### src/rtl/mcsm_pkg.sv
// Shared types, constants and the symbol classifier for the melody contour matcher.
// No dependencies; every other file in rtl/ imports this package.
package mcsm_pkg;

    // Number of NFA states held in the active set (8..64).
    localparam int STATE_BITS = 64;

    localparam int SYM_W    = 7;
    localparam int POS_W    = 32;
    localparam int CFG_W    = 64;
    localparam int CFG_IDX_W = 3;
    localparam int PLEN_W   = 6;

    // Command queue between front and back (power-of-two depth, pointers wrap).
    localparam int CMD_DEPTH = 4;
    localparam int CMD_PTR_W = $clog2(CMD_DEPTH);
    localparam int CMD_CNT_W = $clog2(CMD_DEPTH + 1);

    // Result queue on the output side (power-of-two depth, pointers wrap).
    localparam int RES_DEPTH = 2;
    localparam int RES_PTR_W = $clog2(RES_DEPTH);
    localparam int RES_CNT_W = $clog2(RES_DEPTH + 1);

    // Contour alphabet.
    localparam logic [SYM_W-1:0] SYM_EQUAL = 7'h3D;
    localparam logic [SYM_W-1:0] SYM_UP    = 7'h2B;
    localparam logic [SYM_W-1:0] SYM_DOWN  = 7'h2D;
    localparam logic [SYM_W-1:0] SYM_SHARP = 7'h23;
    localparam logic [SYM_W-1:0] SYM_FLAT  = 7'h62;

    // Configuration register indexes.
    localparam logic [CFG_IDX_W-1:0] CFG_STAY        = 3'd0;
    localparam logic [CFG_IDX_W-1:0] CFG_ADV_EQUAL   = 3'd1;
    localparam logic [CFG_IDX_W-1:0] CFG_ADV_UP      = 3'd2;
    localparam logic [CFG_IDX_W-1:0] CFG_ADV_DOWN    = 3'd3;
    localparam logic [CFG_IDX_W-1:0] CFG_ADV_SHARP   = 3'd4;
    localparam logic [CFG_IDX_W-1:0] CFG_ADV_FLAT    = 3'd5;
    localparam logic [CFG_IDX_W-1:0] CFG_PATTERN_LEN = 3'd6;

    typedef enum logic [2:0] {
        CLS_OTHER = 3'd0,
        CLS_EQUAL = 3'd1,
        CLS_UP    = 3'd2,
        CLS_DOWN  = 3'd3,
        CLS_SHARP = 3'd4,
        CLS_FLAT  = 3'd5
    } t_sym_class;

    // One classified text beat.
    typedef struct packed {
        t_sym_class cls;
        logic       text_start;
        logic       text_end;
    } t_cmd;

    // One result beat.
    typedef struct packed {
        logic             found;
        logic [POS_W-1:0] position;
    } t_res;

    // Pattern masks, trimmed to the state width.
    typedef struct packed {
        logic [STATE_BITS-1:0] stay;
        logic [STATE_BITS-1:0] adv_equal;
        logic [STATE_BITS-1:0] adv_up;
        logic [STATE_BITS-1:0] adv_down;
        logic [STATE_BITS-1:0] adv_sharp;
        logic [STATE_BITS-1:0] adv_flat;
        logic [PLEN_W-1:0]     pattern_length;
    } t_cfg;

    function automatic t_sym_class classify(input logic [SYM_W-1:0] sym);
        t_sym_class c;
        case (sym)
            SYM_EQUAL: c = CLS_EQUAL;
            SYM_UP:    c = CLS_UP;
            SYM_DOWN:  c = CLS_DOWN;
            SYM_SHARP: c = CLS_SHARP;
            SYM_FLAT:  c = CLS_FLAT;
            default:   c = CLS_OTHER;
        endcase
        return c;
    endfunction

endpackage

### src/rtl/melody_contour_shift_and_matcher_unit.sv
// Melody contour shift-and matcher: a push beat accepted into the command queue is run by the
// back end straight from that queue; a result it yields goes to the result queue and its ports.
// Throughput one beat per cycle while the result queue has room; the NFA update is combinational.
// Reset (synchronous, active low) loads the register reset values, activates state zero,
// clears the position and done flag and empties both queues.
// Depends on mcsm_pkg, mcsm_front and mcsm_back.
module melody_contour_shift_and_matcher_unit (
    input  logic                               i_clk,
    input  logic                               i_rst_n,
    // configuration write port
    input  logic                               i_cfg_we,
    input  logic [mcsm_pkg::CFG_IDX_W-1:0]     i_cfg_index,
    input  logic [mcsm_pkg::CFG_W-1:0]         i_cfg_data,
    // text input, queue-style
    input  logic                               push,
    output logic                               full,
    input  logic [mcsm_pkg::SYM_W-1:0]         i_symbol,
    input  logic                               i_text_start,
    input  logic                               i_text_end,
    // results, queue-style
    output logic                               empty,
    input  logic                               pop,
    output logic                               o_found,
    output logic [mcsm_pkg::POS_W-1:0]         o_position
);
    import mcsm_pkg::*;

    // Pattern registers. Only the low STATE_BITS bits of each mask are kept;
    // the upper bits can never influence the active set.
    t_cfg r_cfg;

    always_ff @(posedge i_clk) begin
        if (!i_rst_n) begin
            r_cfg.stay           <= {{(STATE_BITS-1){1'b0}}, 1'b1};
            r_cfg.adv_equal      <= '0;
            r_cfg.adv_up         <= '0;
            r_cfg.adv_down       <= '0;
            r_cfg.adv_sharp      <= '0;
            r_cfg.adv_flat       <= '0;
            r_cfg.pattern_length <= '0;
        end else if (i_cfg_we) begin
            case (i_cfg_index)
                CFG_STAY:        r_cfg.stay      <= i_cfg_data[STATE_BITS-1:0];
                CFG_ADV_EQUAL:   r_cfg.adv_equal <= i_cfg_data[STATE_BITS-1:0];
                CFG_ADV_UP:      r_cfg.adv_up    <= i_cfg_data[STATE_BITS-1:0];
                CFG_ADV_DOWN:    r_cfg.adv_down  <= i_cfg_data[STATE_BITS-1:0];
                CFG_ADV_SHARP:   r_cfg.adv_sharp <= i_cfg_data[STATE_BITS-1:0];
                CFG_ADV_FLAT:    r_cfg.adv_flat  <= i_cfg_data[STATE_BITS-1:0];
                CFG_PATTERN_LEN: r_cfg.pattern_length <= i_cfg_data[PLEN_W-1:0];
                default: ; // unmapped index: write is dropped
            endcase
        end
    end

    // Front <-> back command channel. The queue inside the front end lets
    // the input side keep taking beats while the back end waits on a full
    // result queue, and vice versa.
    logic cmd_valid;
    logic cmd_ready;
    t_cmd cmd;

    mcsm_front u_front (
        .i_clk        (i_clk),
        .i_rst_n      (i_rst_n),
        .i_push       (push),
        .o_full       (full),
        .i_symbol     (i_symbol),
        .i_text_start (i_text_start),
        .i_text_end   (i_text_end),
        .o_cmd_valid  (cmd_valid),
        .o_cmd        (cmd),
        .i_cmd_ready  (cmd_ready)
    );

    // Back end: one command per cycle into the NFA while the result queue has room; a match or
    // a text end without match drops one beat into the result queue.
    mcsm_back u_back (
        .i_clk        (i_clk),
        .i_rst_n      (i_rst_n),
        .i_cfg        (r_cfg),
        .i_cmd_valid  (cmd_valid),
        .i_cmd        (cmd),
        .o_cmd_ready  (cmd_ready),
        .o_empty      (empty),
        .i_pop        (pop),
        .o_found      (o_found),
        .o_position   (o_position)
    );

endmodule

### src/rtl/mcsm_front.sv
// Front end: takes text beats, classifies the symbol and queues commands for the back end.
// Depends on mcsm_pkg.
module mcsm_front (
    input  logic                          i_clk,
    input  logic                          i_rst_n,
    input  logic                          i_push,
    output logic                          o_full,
    input  logic [mcsm_pkg::SYM_W-1:0]    i_symbol,
    input  logic                          i_text_start,
    input  logic                          i_text_end,
    output logic                          o_cmd_valid,
    output mcsm_pkg::t_cmd                o_cmd,
    input  logic                          i_cmd_ready
);
    import mcsm_pkg::*;

    t_cmd                 r_queue [CMD_DEPTH];
    logic [CMD_PTR_W-1:0] r_wr_ptr, n_wr_ptr;
    logic [CMD_PTR_W-1:0] r_rd_ptr, n_rd_ptr;
    logic [CMD_CNT_W-1:0] r_count, n_count;
    logic                 wr_fire;
    logic                 rd_fire;
    t_cmd                 new_cmd;

    assign o_full      = (r_count == CMD_CNT_W'(CMD_DEPTH));
    assign o_cmd_valid = (r_count != '0);
    assign o_cmd       = r_queue[r_rd_ptr];

    assign wr_fire = i_push && !o_full;
    assign rd_fire = o_cmd_valid && i_cmd_ready;

    always_comb begin
        new_cmd.cls        = classify(i_symbol);
        new_cmd.text_start = i_text_start;
        new_cmd.text_end   = i_text_end;
    end

    always_comb begin
        n_wr_ptr = r_wr_ptr + (wr_fire ? CMD_PTR_W'(1) : CMD_PTR_W'(0));
        n_rd_ptr = r_rd_ptr + (rd_fire ? CMD_PTR_W'(1) : CMD_PTR_W'(0));
        n_count  = r_count;
        if (wr_fire && !rd_fire) begin
            n_count = r_count + CMD_CNT_W'(1);
        end else if (!wr_fire && rd_fire) begin
            n_count = r_count - CMD_CNT_W'(1);
        end
    end

    always_ff @(posedge i_clk) begin
        if (!i_rst_n) begin
            r_wr_ptr <= '0;
            r_rd_ptr <= '0;
            r_count  <= '0;
        end else begin
            r_wr_ptr <= n_wr_ptr;
            r_rd_ptr <= n_rd_ptr;
            r_count  <= n_count;
        end
    end

    // queue storage, no reset
    always_ff @(posedge i_clk) begin
        if (wr_fire) begin
            r_queue[r_wr_ptr] <= new_cmd;
        end
    end

endmodule

### src/rtl/mcsm_back.sv
// Back end: shift-and NFA update, match/no-match decision and the result queue.
// Depends on mcsm_pkg; takes commands from mcsm_front.
module mcsm_back (
    input  logic                          i_clk,
    input  logic                          i_rst_n,
    input  mcsm_pkg::t_cfg                i_cfg,
    input  logic                          i_cmd_valid,
    input  mcsm_pkg::t_cmd                i_cmd,
    output logic                          o_cmd_ready,
    output logic                          o_empty,
    input  logic                          i_pop,
    output logic                          o_found,
    output logic [mcsm_pkg::POS_W-1:0]    o_position
);
    import mcsm_pkg::*;

    logic [STATE_BITS-1:0] r_active, n_active;
    logic [POS_W-1:0]      r_index, n_index;
    logic                  r_done, n_done;

    t_res                  r_res [RES_DEPTH];
    logic [RES_PTR_W-1:0]  r_res_wr, r_res_rd;
    logic [RES_CNT_W-1:0]  r_res_count, n_res_count;

    logic                  run;
    logic                  live;
    logic                  produce;
    logic                  res_pop;
    logic                  hit;
    logic [STATE_BITS-1:0] cur_active;
    logic [POS_W-1:0]      cur_index;
    logic                  cur_done;
    logic [STATE_BITS-1:0] adv_sel;
    logic [STATE_BITS-1:0] step_set;
    logic [STATE_BITS-1:0] final_oh;
    t_res                  new_res;

    // any beat may yield a result, so only run with room in the result queue
    assign o_cmd_ready = (r_res_count != RES_CNT_W'(RES_DEPTH));
    assign run         = i_cmd_valid && o_cmd_ready;
    assign o_empty     = (r_res_count == '0);
    assign res_pop     = i_pop && !o_empty;
    assign o_found     = r_res[r_res_rd].found;
    assign o_position  = r_res[r_res_rd].position;

    always_comb begin
        case (i_cmd.cls)
            CLS_EQUAL: adv_sel = i_cfg.adv_equal;
            CLS_UP:    adv_sel = i_cfg.adv_up;
            CLS_DOWN:  adv_sel = i_cfg.adv_down;
            CLS_SHARP: adv_sel = i_cfg.adv_sharp;
            CLS_FLAT:  adv_sel = i_cfg.adv_flat;
            default:   adv_sel = '0;
        endcase
    end

    // final state beyond the top state shifts out and never matches
    assign final_oh = {{(STATE_BITS-1){1'b0}}, 1'b1} << i_cfg.pattern_length;

    always_comb begin
        if (i_cmd.text_start) begin
            cur_active = {{(STATE_BITS-1){1'b0}}, 1'b1};
            cur_index  = '0;
            cur_done   = 1'b0;
        end else begin
            cur_active = r_active;
            cur_index  = r_index;
            cur_done   = r_done;
        end

        step_set = ((cur_active & adv_sel) << 1) | (cur_active & i_cfg.stay);
        hit      = |(step_set & final_oh);
        live     = run && !cur_done;

        n_active = r_active;
        n_index  = r_index;
        n_done   = r_done;
        produce  = 1'b0;
        new_res.found    = 1'b0;
        new_res.position = '0;

        if (live) begin
            n_active = step_set;
            if (hit) begin
                n_index          = cur_index;
                n_done           = 1'b1;
                produce          = 1'b1;
                new_res.found    = 1'b1;
                new_res.position = cur_index;
            end else begin
                n_index = (cur_index == '1) ? cur_index : cur_index + POS_W'(1);
                n_done  = i_cmd.text_end;
                produce = i_cmd.text_end;
            end
        end else if (run && i_cmd.text_start) begin
            n_active = cur_active;
            n_index  = cur_index;
            n_done   = cur_done;
        end

        n_res_count = r_res_count;
        if (produce && !res_pop) begin
            n_res_count = r_res_count + RES_CNT_W'(1);
        end else if (!produce && res_pop) begin
            n_res_count = r_res_count - RES_CNT_W'(1);
        end
    end

    always_ff @(posedge i_clk) begin
        if (!i_rst_n) begin
            r_active    <= {{(STATE_BITS-1){1'b0}}, 1'b1};
            r_index     <= '0;
            r_done      <= 1'b0;
            r_res_wr    <= '0;
            r_res_rd    <= '0;
            r_res_count <= '0;
        end else begin
            r_active    <= n_active;
            r_index     <= n_index;
            r_done      <= n_done;
            r_res_count <= n_res_count;
            if (produce) begin
                r_res_wr <= r_res_wr + RES_PTR_W'(1);
            end
            if (res_pop) begin
                r_res_rd <= r_res_rd + RES_PTR_W'(1);
            end
        end
    end

    always_ff @(posedge i_clk) begin
        if (produce) begin
            r_res[r_res_wr] <= new_res;
        end
    end

    a_res_bound: assert property (@(posedge i_clk) disable iff (!i_rst_n)
        r_res_count <= RES_CNT_W'(RES_DEPTH))
        else $error("result queue overflow");

    a_done_after_result: assert property (@(posedge i_clk) disable iff (!i_rst_n)
        produce |=> r_done)
        else $error("text not closed after a result");

    a_frozen_when_done: assert property (@(posedge i_clk) disable iff (!i_rst_n)
        (r_done && !(run && i_cmd.text_start)) |=> ($stable(r_active) && $stable(r_index)))
        else $error("state moved after text was closed");

    a_no_result_when_done: assert property (@(posedge i_clk) disable iff (!i_rst_n)
        (run && r_done && !i_cmd.text_start) |-> !produce)
        else $error("result from a closed text");

endmodule

### config.mk
export PLATFORM = sky130hd
export DESIGN_NAME = melody_contour_shift_and_matcher_unit
export DESIGN_NICKNAME = d
export VERILOG_FILES = /design/src/rtl/mcsm_pkg.sv /design/src/rtl/melody_contour_shift_and_matcher_unit.sv /design/src/rtl/mcsm_front.sv /design/src/rtl/mcsm_back.sv
export SDC_FILE = /design/constraint.sdc
export NUM_CORES = 1
export LEC_CHECK = 0
export BUFFER_PORTS_ARGS = -buffer_cell sky130_fd_sc_hd__buf_2
export CORE_ASPECT_RATIO = 2
export CORE_MARGIN = 4
export CORE_UTILIZATION = 55
export DETAILED_ROUTE_END_ITERATION = 16
export PLACE_DENSITY = 0.72
export SYNTH_ARGS = -nofsm -noshare
export SYNTH_HDL_FRONTEND = slang
export SYNTH_SLANG_ARGS = --single-unit
### constraint.sdc
create_clock -name i_clk -period 10.7 [get_ports i_clk]
set_input_delay 1.07 -clock i_clk [delete_from_list [all_inputs] [get_ports i_clk]]
set_output_delay 1.07 -clock i_clk [all_outputs]
set_load 0.05 [all_outputs]
==> results of run 1 <==
layout make-up:
cell class	instances	area [um^2]	share of cell area (%)
Tap cell	638	798	2.70
Clock inverter	27	318	1.08
Timing Repair Buffer	176	1060	3.58
Inverter	35	139	0.470
Sequential cell	580	12500	42.2
Antenna cell	2	5.00	0.0169
Clock buffer	63	1350	4.57
Multi-Input combinational cell	2425	13400	45.4
report_power, final:
part | total (mW) | switching [mW] | internal (mW) | leakage [nW]
sequential | 2.46 | 0.0815 | 2.37 | 4.81
clock | 1.89 | 0.846 | 1.04 | 0.816
combinational | 2.17 | 1.64 | 0.523 | 4.38
registers in the layout, indices dropped and copies added (netlist names), named ones only:
register	count
u_front.r_count	3
r_cfg	385
u_front.r_wr_ptr	2
u_back.r_index	32
u_back.r_active	64
u_back.r_done	1
u_back.r_res_wr	1
u_front.r_queue	20
u_back.r_res_rd	1
u_back.r_res_count	2
u_front.r_rd_ptr	2
u_back.r_res	66
per-layer routing:
| layer | vias up | GRT usage [%] | routed length [um] |
|---|---|---|---|
| met5 | - | 0 | 0 |
| met4 | 0 | 36.4 | 12900 |
| met3 | 567 | 5.49 | 7910 |
| met2 | 1694 | 74.7 | 57400 |
| met1 | 12700 | 42.3 | 35800 |
| li1 | 11500 | - | - |
worst reg2reg max path: cells and delay by family (launching register included):
| kind | cells | cell delay, ns |
|---|---|---|
| buffers and inverters | 4 | 1.81 |
| and+or+nand+nor | 5 | 1.47 |
| AOI/OAI and AO/OA | 5 | 1.18 |
| muxes | 1 | 0.91 |
| DFF | 1 | 0.87 |
| adders and majority gates | 1 | 0.38 |
stage by stage:
| stage | hold WS (ns) | util (%) | cells | cell area [um^2] | setup WS (ns) |
|---|---|---|---|---|---|
| after global placement | 0.438 | 57.6 | 3854 | 27900 | 4.27 |
| final | 0.455 | 61.1 | 3946 | 29500 | 4.00 |
| after global routing | 0.470 | 61.1 | 3945 | 29500 | 3.76 |
| after CTS | 0.453 | 61.1 | 3944 | 29500 | 4.13 |
| after detailed placement | 0.444 | 57.6 | 3854 | 27900 | 4.19 |
| after floorplan | 0.431 | - | 3291 | 26900 | 5.84 |
kinds of logic after synthesis:
logic type / after synthesis
flops: 580
buf+inv: 286
compound gates: 775
mux: 160
xor+xnor: 9
fa+ha+maj: 6
simple gates: 1475
cell usage after synthesis, drive strengths merged (40+ instances only):
cell	number	share of area (%)
a21oi	456	8.5
and2	56	1.3
buf	45	1.0
clkbuf	206	2.9
dfxtp	494	37
edfxtp	86	9.6
mux2	57	2.4
mux2i	99	3.7
nand2	951	13
nand3	66	1.2
nand4	53	1.2
nor2	130	1.8
nor3	41	0.80
o21ai	40	0.74
o22ai	43	1.0
path summary, 6_finish.rpt:
| path | from | end | slack (ns) | cells after the start |
|---|---|---|---|---|
| worst max register to register | u_front.r_rd_ptr[0] | u_back.r_res_count[1] | 4.00 | 16 |
| worst min-delay path | r_cfg[282] | r_cfg[282] | 0.46 | 2 |
| worst max-delay path | u_front.r_rd_ptr[0] | u_back.r_res_count[1] | 4.00 | 16 |
| worst min register to register | r_cfg[282] | r_cfg[282] | 0.46 | 2 |
==> flow_summary.yaml, run 1 <==
run_status:
  status: "finished, final reports clean"
floorplan:
  ios: 116
  dieArea_mm2: 0.0527
  dieHeight_um: 321
  start_util_pct: 55.7
  die_w_um: 164
  core_mm2: 0.0484
  rows: 114
finish:
  area_growth_pct: 9.77
  drive_gt1_share_pct: 11.1
  layout_commonest_cell: "nand2_1"
  layout_common_cells: "nand2_1, dfxtp_1, a21oi_1, nor2_1, buf_2"
  fillerInstances: 4104
  final_net_count: 3354
worst_hold_path:
  hold_class: "flip-flop to flip-flop"
grt:
  grt_max_degree: 220
  grt_pass1_vias: 26000
  grt_pass1_wl_um: 165000
  antenna_found_initial: 2
  grt-ovfl-total: 0
  track_usage_pct: 42.0
power_and_ir_drop:
  power_density_mw_per_mm2: 220
  leakage_nw: 10.0
  power_mw: 6.51
  ir_drop_uv: 226
drt:
  drt-pass1-iter-count: 8
  vias: 26500
  drtIter0Drc: 3189
  vias_per_cell: 6.72
  drc_errors: 0
  drt-total-wl_um: 114000
  wl_per_cell_um: 28.9
  ant_nets: 0
synth:
  synth_top_family_by_area: "simple AND/OR/NAND/NOR gates"
  synth_edf_count: 86
  synth-xor-area-share_pct: 0.293
  avgSynthCellArea_um2: 8.18
  synth_fa_ha_area_share_pct: 0.307
  synthMuxAreaShare_pct: 6.42
  synth_compound_area_share_pct: 17.6
  synth_area_mm2: 0.0269
  yosys.area_share.simple_pct: 24.6
  synth.net_count: 3378
  synth.distinct_cells: 85
  syn_inst: 3291
  synth-main-ff-cell: "dfxtp_1"
  ys_seq_area_share_pct: 46.3
  async_flop_share_pct: 0
  ys_ff_latch: 580
  yosys_warnings: 0
sta:
  hold_viol: 0
  rsz0062_at_grt: "false"
  skew_ns: 0.0220
  slew-limit-headroom_pct: 5.43
  fmax_mhz: 149
  setup_viol: 0
  fin_crit_sh_pct: 62.7
  slew_violations: 0
  fin_crit_ns: 6.70
  tightest_slew_ns: 1.42
  tns_ns: 0
placed_design:
  dp_hpwl_um: 78500
  io_buffers: 115
  finalWeightedCongestion: 1.14
cts:
  cts_tree: "built"
  hold_buffers: 0
  path_clk_slew_ns: 0.07
  ctsResizeCount: 0
  clockRootBuffer: "clkbuf_16"
  cts_inserted_buffers: 49
  cts_buffer_depth: 3
  post_cts_buffers: 0
  htree_num_levels: 2
  clkSinkCount: 580
  clk-insertion-delay-late_ns: 0.60
worst_setup_path:
  required_ns: 11.21
  startpoint_type: "flip-flop"
  cp_slowest_cell: "mux4_4"
  end_kind: "flip-flop"
  crit_family: "buffers and inverters"
  max_stage_delay_ns: 0.91
  crit_path_frequent_cell: "buf_4"
  cp_max_fo: 39
  critPathBufInv: 4
  critPathKind: "flip-flop to flip-flop"
  cp.arrival_ns: 7.22
  worstPathCellList: "mux4_4 > buf_4 > buf_4 > nor3b_4 > buf_4 > a32o_1 > o2111ai_1 > o41ai_1 > nor4b_1 > nand3_1 > nor4_4 > buf_4 > a21oi_1 > ha_1 > or3_1 > a21oi_1"
run:
  cap_violations: 0
(Power assumes the default switching activity.)
==> run 2, diff against run 1 <==
Settings changed: PLACE_DENSITY 0.72 to 0.75.
Clock period 10.7 ns to 5.5 ns, I/O delays scaled along.
==> run 2 against run 1 <==
Clock power increased by 98%. Via count about the same. Design area increased by 1.8%. Fmax increased by 25%. Non-clock buffer count increased by 54. Combinational power increased by 100%. First-iteration DRC count about the same. Wire length decreased by 1.3%. Sequential share of layout area decreased by 0.74 points. Critical endpoint is now u_back.r_res[1][21].
==> flow_summary.yaml, run 2 (synthesis results as in run 1) <==
finish:
  registers.top_by_ff_count: "r_cfg"
  layout_commonest_cell: "nand2_1"
  largest_reg_flops: 385
  final_net_count: 3408
  drive_gt1_share_pct: 12.6
  largestRegisters: "r_cfg: 385 flops, u_back.r_res: 66 flops, u_back.r_active: 64 flops"
  area_growth_pct: 11.7
  layout_common_cells: "nand2_1, dfxtp_1, a21oi_1, nor2_1, buf_2"
power_and_ir_drop:
  ir_drop_uv: 618
  leakage_nw: 10.3
  power_mw: 12.9
  power_density_mw_per_mm2: 428
worst_hold_path:
  hold_path_depth: 1
  hold_path_end: "u_front.r_queue[3][0]"
  hp-start: "i_text_end"
  hold_class: "input pin to flip-flop"
drt:
  vias_per_cell: 6.63
  vias: 26500
  drt-pass1-iter-count: 8
  drt-total-wl_um: 113000
  drtIter0Drc: 3191
  ant_nets: 0
  wl_per_cell_um: 28.1
  drc_errors: 0
cts:
  htree_num_levels: 2
  clk-insertion-delay-late_ns: 0.61
  cts_inserted_buffers: 49
  cts_tree: "built"
  clockRootBuffer: "clkbuf_16"
  path_clk_slew_ns: 0.06
  hold_buffers: 0
  cts_buffer_depth: 3
  clkSinkCount: 580
worst_setup_path:
  crit_path_frequent_cell: "buf_4"
  worstPathCellList: "mux4_2 > nor2b_1 > buf_4 > a22oi_1 > nor2_1 > o2111ai_1 > nor4b_2 > nand3_1 > nor4_4 > buf_4 > nor3_2 > buf_4 > and2_1"
  startpoint_type: "flip-flop"
  crit-reg2reg-launch: "u_front.r_rd_ptr[1]"
  cp.arrival_ns: 5.68
  r2r_setup_slack_ns: 0.16
  end_kind: "flip-flop"
  critPathKind: "flip-flop to flip-flop"
  cp_slowest_cell: "o2111ai_1"
  max_stage_delay_ns: 0.82
  r2r_cells: 13
  cp_max_fo: 35
  reg2reg_to: "u_back.r_res[1][21]"
  required_ns: 5.84
grt:
  grt-ovfl-total: 0
  grt_pass1_vias: 25900
  grt_max_degree: 162
  grt_pass1_wl_um: 163000
  antenna_found_initial: 7
  track_usage_pct: 41.5
floorplan:
  dieHeight_um: 321
  rows: 114
  die_w_um: 164
  start_util_pct: 55.7
  core_mm2: 0.0484
  dieArea_mm2: 0.0527
  ios: 116
sta:
  setup_viol: 0
  fin_crit_ns: 5.34
  fmax_mhz: 187
  slew-limit-headroom_pct: 14.7
  tightest_slew_ns: 1.28
  skew_ns: 0.0220
  fin_crit_sh_pct: 97.1
  slew_violations: 0
  tns_ns: 0
  hold_viol: 0
  holdWs_ns: 0.191
placed_design:
  io_buffers: 115
  finalWeightedCongestion: 1.12
  dp_hpwl_um: 79100
run:
  cap_violations: 0
run_status:
  status: "finished, final reports clean"
[run 2: changes by cell type in the layout (fill, tap and decap cells not counted), moves of 3 or more]
cell | previous run | this run
clkbuf_16 | 50 | 53
clkbuf_8 | 5 | 9
buf_4 | 59 | 106
clkinv_2 | 11 | 5
clkinv_4 | 0 | 6
buf_12 | 2 | 9
[run 2: metal layers]
metal	GRT usage (%)	wire length (um)	vias up
met5	0	0	-
met4	38.3	12900	0
met3	6.55	8060	578
met2	71.4	55700	1637
met1	42.0	35800	12700
li1	-	-	11600
[run 2: worst max path at each step]
stage                              startpoint                    end  slack, ns  depth (start not counted)
after floorplan           u_front.r_rd_ptr[0]     u_back.r_index[20]       0.64                         18
after global placement    u_front.r_rd_ptr[1]     u_back.r_res[0][4]       0.23                         13
after detailed placement  u_front.r_rd_ptr[1]     u_back.r_res[1][0]       0.17                         13
after CTS                 u_front.r_rd_ptr[1]    u_back.r_res[1][21]       0.15                         13
after global routing      u_front.r_rd_ptr[1]  u_back.r_res_count[1]     -0.005                         14
final                     u_front.r_rd_ptr[1]    u_back.r_res[1][21]       0.16                         13
[run 2: report_power, final]
group          leakage (nW)  total (mW)  switching [mW]  internal, mW
logic                  4.66        4.35            3.20          1.15
registers              4.81        4.76           0.144          4.61
clock network         0.836        3.75            1.67          2.07
total                  10.3        12.9            5.02          7.84
[run 2: metrics by stage]
step	std cells	utilization, %	setup slack, ns	instance area, um^2
after CTS	3996	62.1	0.150	30000
after global placement	3906	58.6	0.232	28300
final	4002	62.2	0.158	30100
after global routing	4001	62.2	-0.00536	30100
after floorplan	3291	-	0.636	26900
after detailed placement	3906	58.6	0.166	28300
[run 2: final cells by class]
type / instances / area [um^2]
fillers: 4246 / 18300
multi-input cells: 2425 / 13400
flip-flops and latches: 580 / 12500
repair buffers: 230 / 1550
clock buffers: 68 / 1470
well taps: 638 / 798
clock inverters: 22 / 248
inverters: 35 / 139
diodes: 4 / 10.0
[run 2: repair_timing]
item	in CTS	in global routing
resized for setup	0	1
buffers inserted	0	2
setup endpoints to repair	0	50
[run 2: critical path, delay by kind of cell, from the launching register on]
kind                   cells  cell delay (ns)
buffers and inverters      3             0.95
muxes                      1             0.70
DFF                        1             0.61
and+or+nand+nor            7             1.79
AOI/OAI and AO/OA          2             1.00
